## src/rtl/core/qvr_pkg.sv

```systemverilog
// Shared constants and types for the quaternion vector rotation core.
package qvr_pkg;

	localparam int QUAT_WIDTH     = 16;
	localparam int QUAT_FRAC_BITS = 14;
	localparam int VEC_WIDTH      = 24;

	// 16x16 product, matrix entry (sum of four products, or of two products doubled), matrix x vector
	localparam int PROD_W = 2 * QUAT_WIDTH;
	localparam int MAT_W  = PROD_W + 2;
	localparam int PP_W   = MAT_W + VEC_WIDTH;
	localparam int ACC_W  = PP_W + 2;
	localparam int SHIFT  = 2 * QUAT_FRAC_BITS;

	localparam int IN_BITS  = 4 * QUAT_WIDTH + 3 * VEC_WIDTH;
	localparam int IN_W     = ((IN_BITS + 7) / 8) * 8;
	localparam int OUT_BITS = 3 * VEC_WIDTH;
	localparam int OUT_W    = ((OUT_BITS + 7) / 8) * 8;

	localparam logic signed [ACC_W-1:0] ROUND_HALF = ACC_W'(1) <<< (SHIFT - 1);
	localparam logic signed [ACC_W-1:0] VEC_MAX    = ACC_W'((64'sd1 <<< (VEC_WIDTH - 1)) - 1);
	localparam logic signed [ACC_W-1:0] VEC_MIN    = -(ACC_W'(64'sd1 <<< (VEC_WIDTH - 1)));

	typedef logic signed [QUAT_WIDTH-1:0] quat_elem_t;
	typedef logic signed [VEC_WIDTH-1:0]  vec_elem_t;
	typedef logic signed [PROD_W-1:0]     prod_elem_t;
	typedef logic signed [MAT_W-1:0]      mat_elem_t;
	typedef logic signed [PP_W-1:0]       pp_elem_t;
	typedef logic signed [ACC_W-1:0]      acc_elem_t;

	typedef struct packed {
		quat_elem_t w;
		quat_elem_t x;
		quat_elem_t y;
		quat_elem_t z;
	} quat_t;

	// element 0 is x
	typedef vec_elem_t [2:0] vec_t;

	typedef struct packed {
		prod_elem_t ww;
		prod_elem_t xx;
		prod_elem_t yy;
		prod_elem_t zz;
		prod_elem_t xy;
		prod_elem_t xz;
		prod_elem_t yz;
		prod_elem_t wx;
		prod_elem_t wy;
		prod_elem_t wz;
	} prod_t;

	// row-major, element 3*row+col
	typedef mat_elem_t [8:0] mat_t;
	typedef pp_elem_t  [8:0] pp_t;
	typedef acc_elem_t [2:0] acc_t;

endpackage

```

## src/rtl/core/qvr_round.sv

```systemverilog
// Scale down, saturate and hold the result in the output register.
module qvr_round (
	input  logic          clk,
	input  logic          arst_n,
	input  logic          in_valid,
	output logic          in_ready,
	input  qvr_pkg::acc_t  in_acc,
	output logic          out_valid,
	input  logic          out_ready,
	output qvr_pkg::vec_t  out_rot,
	output logic          out_clip
);

	logic          valid_s5;
	logic          en_s5;
	qvr_pkg::vec_t rot_s5;
	logic          clip_s5;
	qvr_pkg::vec_t rot_d;
	logic          clip_d;
	qvr_pkg::acc_elem_t scaled;

	assign en_s5    = !valid_s5 || out_ready;
	assign in_ready = en_s5;

	always_comb begin
		clip_d = 1'b0;
		rot_d  = '0;
		scaled = '0;
		for (int i = 0; i < 3; i++) begin
			scaled = in_acc[i] >>> qvr_pkg::SHIFT;
			if (scaled > qvr_pkg::VEC_MAX) begin
				rot_d[i] = qvr_pkg::VEC_MAX[qvr_pkg::VEC_WIDTH-1:0];
				clip_d   = 1'b1;
			end else if (scaled < qvr_pkg::VEC_MIN) begin
				rot_d[i] = qvr_pkg::VEC_MIN[qvr_pkg::VEC_WIDTH-1:0];
				clip_d   = 1'b1;
			end else begin
				rot_d[i] = scaled[qvr_pkg::VEC_WIDTH-1:0];
			end
		end
	end

	always_ff @(posedge clk or negedge arst_n) begin
		if (!arst_n) begin
			valid_s5 <= 1'b0;
		end else if (en_s5) begin
			valid_s5 <= in_valid;
		end
	end

	always_ff @(posedge clk) begin
		if (en_s5 && in_valid) begin
			rot_s5  <= rot_d;
			clip_s5 <= clip_d;
		end
	end

	assign out_valid = valid_s5;
	assign out_rot   = rot_s5;
	assign out_clip  = clip_s5;

endmodule

```

## config.mk

```make
export PLATFORM = sky130hd
export DESIGN_NAME = qvr_round
export DESIGN_NICKNAME = d
export VERILOG_FILES = /design/src/rtl/core/qvr_pkg.sv /design/src/rtl/core/qvr_round.sv
export SDC_FILE = /design/constraint.sdc
export NUM_CORES = 1
export LEC_CHECK = 0
export ABC_CLOCK_PERIOD_IN_PS = 2690
export BUFFER_PORTS_ARGS = -buffer_cell sky130_fd_sc_hd__buf_2
export CAP_MARGIN = 10
export CORE_AREA = 2 2 100 102
export DETAILED_ROUTE_END_ITERATION = 8
export DIE_AREA = 0 0 102 104
export PLACE_DENSITY = 0.71
export SETUP_SLACK_MARGIN = 0.2
export SYNTH_ARGS = -nofsm -noshare
export SYNTH_HDL_FRONTEND = slang
export SYNTH_SLANG_ARGS = --single-unit
export TNS_END_PERCENT = 5
```

## constraint.sdc

```tcl
create_clock -name clk -period 2.69 [get_ports clk]
set_input_delay 0.1345 -clock clk [delete_from_list [all_inputs] [get_ports clk]]
set_output_delay 0.1345 -clock clk [all_outputs]
set_load 0.1 [all_outputs]
```

### Word level (Yosys, flattened, before mapping)

Index checks and enable logic that the tools add are counted.

| cells by class | value |
|---|---|
| multiplexer cells | 4 |
| reductions and logical operators | 4 |
| magnitude comparators | 6 |

Operator list:

| operator | number |
|---|---|
| $gt 32x24->1 const B | 3 |
| $lt 32x24->1 const B | 3 |
| $mux 24 | 3 |
| $reduce_or 5->1 | 1 |
| $logic_and 1x1->1 | 1 |
| $logic_not 1->1 | 1 |
| $logic_or 1x1->1 | 1 |
| $mux 1 | 1 |

| word-level totals | value |
|---|---|
| register bits after elaboration | 74 |
| output and inout port bits | 75 |
| word-level logic and storage cells | 19 |

### Longest topological paths before layout

| logic depth | value |
|---|---|
| word-level depth | 3 |
| mapped depth | 4 |
| gate-level depth less buffers | 4 |

### Least setup slack after synthesis

No wires, ideal clock.

| timing | value |
|---|---|
| path kind | register to register |
| start point | reg valid_s5 (netlist: out_valid) |
| end point | reg clip_s5 (netlist: out_clip), enable pin |
| period minus slack after synthesis | 3.927 ns |
| arrival | 3.489 ns |
| stages on the path, launching flop included | 3 |
| setup slack | -1.237 ns |
| buffers on the path | 0 |
| cells stage by stage | dfrtp_1 -> nand2b_1 -> and2_1 |

| between the ends | value |
|---|---|
| cells in the longest elaborated chain, start to end | 3 |

Ends and longest elaborated chain:

| item | line | source |
|---|---|---|
| start, declared | qvr_round.sv:14 | `logic valid_s5;` |
| start signal, assigned | qvr_round.sv:47 | `valid_s5 <= in_valid;` |
| $logic_not 1->1 | qvr_round.sv:22 | `assign en_s5 = !valid_s5 \|\| out_ready;` |
| $logic_or 1x1->1 | qvr_round.sv:22 |  |
| net in_ready | qvr_round.sv:6 | `output logic in_ready,` |
| $logic_and 1x1->1 | qvr_round.sv:52 | `if (en_s5 && in_valid) begin` |
| end signal, assigned | qvr_round.sv:54 | `clip_s5 <= clip_d;` |
| end, declared | qvr_round.sv:17 | `logic clip_s5;` |

The timed path passes the listed nets, and every way through them passes these cells.
A chain may end at the register's enable or synchronous reset.

### Worst setup path in the final report

| timing | value |
|---|---|
| start point | in in_acc[179] (netlist name) |
| end point | reg clip_s5 (netlist: out_clip) (data pin) |

| between the ends | value |
|---|---|
| cells in the longest elaborated chain, start to end | 2 |

Ends and longest elaborated chain:

| item | line | source |
|---|---|---|
| start, declared | qvr_round.sv:7 | `input qvr_pkg::acc_t in_acc,` |
| $gt 32x24->1 or $lt 32x24->1 (tied branches) | qvr_round.sv:31, qvr_round.sv:34 |  |
| $reduce_or 5->1 (no line) * | n/a |  |

Mark *: on every way between the ends. The rest lies on a longest branch, timed or not.

==> out/qor.yml <==
status:
  status: "finished, final reports clean"
synth:
  synthesis.nets: 366
  synth.top_cell.area_share_pct: 71.2
  synth_area_leaders: "edfxtp_1 (71%), a21o_1 (15%), buf_6 (2.9%), nor4_2 (2.4%), a21o_2 (1.7%)"
  avgSynthCellArea_sq_um: 16.9
  seq_area_frac_synth_pct: 72.0
  yosysWarnings: 0
  synth_area_sq_mm: 0.00308
  synth_cells: 182
  synth_area_leader_cell: "edfxtp_1"
  ys_ff_latch: 74
  synth.distinct_cells: 15
critical_path:
  timing.rr.start: "out_valid"
  crit_fanout: 24
  ff2ff_setup_slack_ps: 1080
  crit_arrival_ps: 1900
  rr_worst_depth: 3
  critPathKind: "in2reg"
  worstPathRequired_ps: 2890
  r2r_end: "out_rot[5]"
  end_kind: "flip-flop"
  start_kind: "primary input"
global_routing:
  first_global_vias: 2257
  gr-total-overflow: 0
  grt_pass1_wl_um: 10900
  antenna_found_initial: 0
  grt_max_degree: 39
  grt_util_all_layers_pct: 13.4
clock_network:
  cts_hold_buf: 4
  clkLatencyLatePin_ps: 340
  root_buffer: "clkbuf_8"
  cts_resized: 0
  cts.sink_count: 74
  cts_setup_buffers: 0
  cts_buffers: 9
  cts_buffer_depth: 2
  clkTransAtPathRegs_ps: 80
  htreeDepth: 3
  cts_tree: "yes"
timing:
  fmax_mhz: 587
  setup_viol: 0
  relSlewSlack_pct: 29.3
  finalHoldViolCount: 0
  rsz0062_at_grt: "false"
  finalClockSkew_ps: 6.98
  max_slew.worst_pin.slew_ps: 1060
  period_share_pct: 63.3
  finalSetupTns_ps: 0
  post-route-min-period_ps: 1700
  hold_ws_ps: 40.6
  slew_viol_final: 0
pwr:
  finalPower_mw: 3.16
  leakage_nw: 1.95
  power.density_mw_per_mm2: 733
  irDropWorstVdd_mv: 0.260
drt:
  dr.pass1.iters: 4
  drt_iter0_markers: 140
  routed_wl_um: 7070
  viasPerCell: 4.46
  wl_per_cell_um: 14.2
  postRouteAntennaNets: 0
  drc_errors: 0
  vias: 2218
floorplan:
  die_y_um: 104
  coreArea_sq_mm: 0.00955
  dieWidth_um: 102
  start_util_pct: 32.2
  ios: 259
  rows: 36
  dieArea_sq_mm: 0.0106
place:
  portBuffers: 174
  placed_area_sq_mm: 0.00403
  hpwl_um: 5080
  place_congestion: 0.733
layout:
  multi_input_area_sq_um: 736
  syn2layout_area_growth_pct: 40.1
  nNetsFinal: 543
  antennaDiodeCount: 0
  drive_above_1_share_pct: 58.5
  fin_area_sq_mm: 0.00431
  register_area_sq_mm: 0.00222
  n_fill_cell: 901
flow_run:
  drv_cap: 0
hold_path:
  min_delay_path_depth: 1
  hold_path_class: "in2reg"
  worstHoldStart: "in_acc[119]"
  min_to: "out_rot[47]"
==> per-layer routing <==
| metal | vias up | wire (um) | GRT usage, % |
|---|---|---|---|
| li1 | 1067 | - | - |
| met1 | 1016 | 3010 | 16.2 |
| met2 | 123 | 3240 | 20.9 |
| met3 | 12 | 671 | 4.30 |
| met4 | 0 | 147 | 7.62 |
| met5 | - | 0 | 0 |
==> critical path, stage by stage <==
cell and delay [ps]:
dlygate4sd3_1 540, buf_2 150, a21oi_2 770, nor2b_1 160, nand4b_1 150
==> kinds of logic (layout without fill, tap and decap cells) <==
family,count (synthesis),after routing,synth area share [%]
flops,74,74,72.0
simple gates,18,18,4.96
compound gates,75,75,18.8
buf+inv,15,197,4.27
==> flip-flops by register name (all words and copies together) (netlist names) <==
| name | count |
|---|---|
| out_clip | 1 |
| out_valid | 1 |
| out_rot | 72 |
==> report_power, final <==
part / internal, mW / total (mW) / switching, mW
combinational: 0.150 / 0.741 / 0.591
sequential: 1.35 / 1.36 / 0.0138
clock: 0.626 / 1.06 / 0.436
==> how the worst max path moves through the flow <==
stage                  endpoint  slack (ps)  depth (start not counted)         from
floorplan              out_clip         260                          2    out_valid
global placement       out_clip        1110                          4   in_acc[51]
detailed placement  out_rot[10]        1070                          3    out_valid
CTS                    out_clip        1020                          5  in_acc[179]
global route           out_clip         860                          5  in_acc[179]
finish                 out_clip         990                          5  in_acc[179]
==> stage by stage <==
stage | instances | setup slack (ps) | utilization (%)
after floorplan | 182 | 257 | -
after global placement | 477 | 1110 | 42.2
after global routing | 497 | 860 | 45.2
after detailed placement | 477 | 1070 | 42.2
final | 497 | 987 | 45.2
after CTS | 497 | 1020 | 45.2
==> area by class of cell <==
type	count	area share, %
multi-input cells	93	17.1
clock inverters	7	2.90
flip-flops and latches	74	51.4
repair buffers	181	21.9
clock buffers	9	2.87
well taps	133	3.86
==> cell usage after synthesis <==
cell      number
edfxtp_1      73
a21o_1        63
buf_6          8
a21o_2         6
nand4_1        6
nor4_2         6
buf_4          4
a21oi_2        3
clkbuf_1       3
o21ai_2        3
nand2b_1       2
nor2b_1        2
and2_1         1
dfrtp_1        1
nand4b_1       1
==> cells in the final DEF, fill, tap and decap left out <==
cell type,Yosys,layout
inv_6,0,2
nand2b_2,0,1
dlygate4sd3_1,0,4
edfxtp_1,73,73
clkinv_4,0,2
nand2b_1,2,1
buf_12,0,1
buf_2,0,174
nor4_2,6,6
and2_4,0,1
nand4_1,6,6
nor2b_1,2,2
a21o_2,6,6
buf_4,4,2
bufinv_16,0,3
o21ai_2,3,3
nand4b_1,1,1
a21oi_2,3,3
a21o_1,63,63
dfrtp_1,1,1
clkbuf_8,0,9
Power figures use the tool's default switching activity.
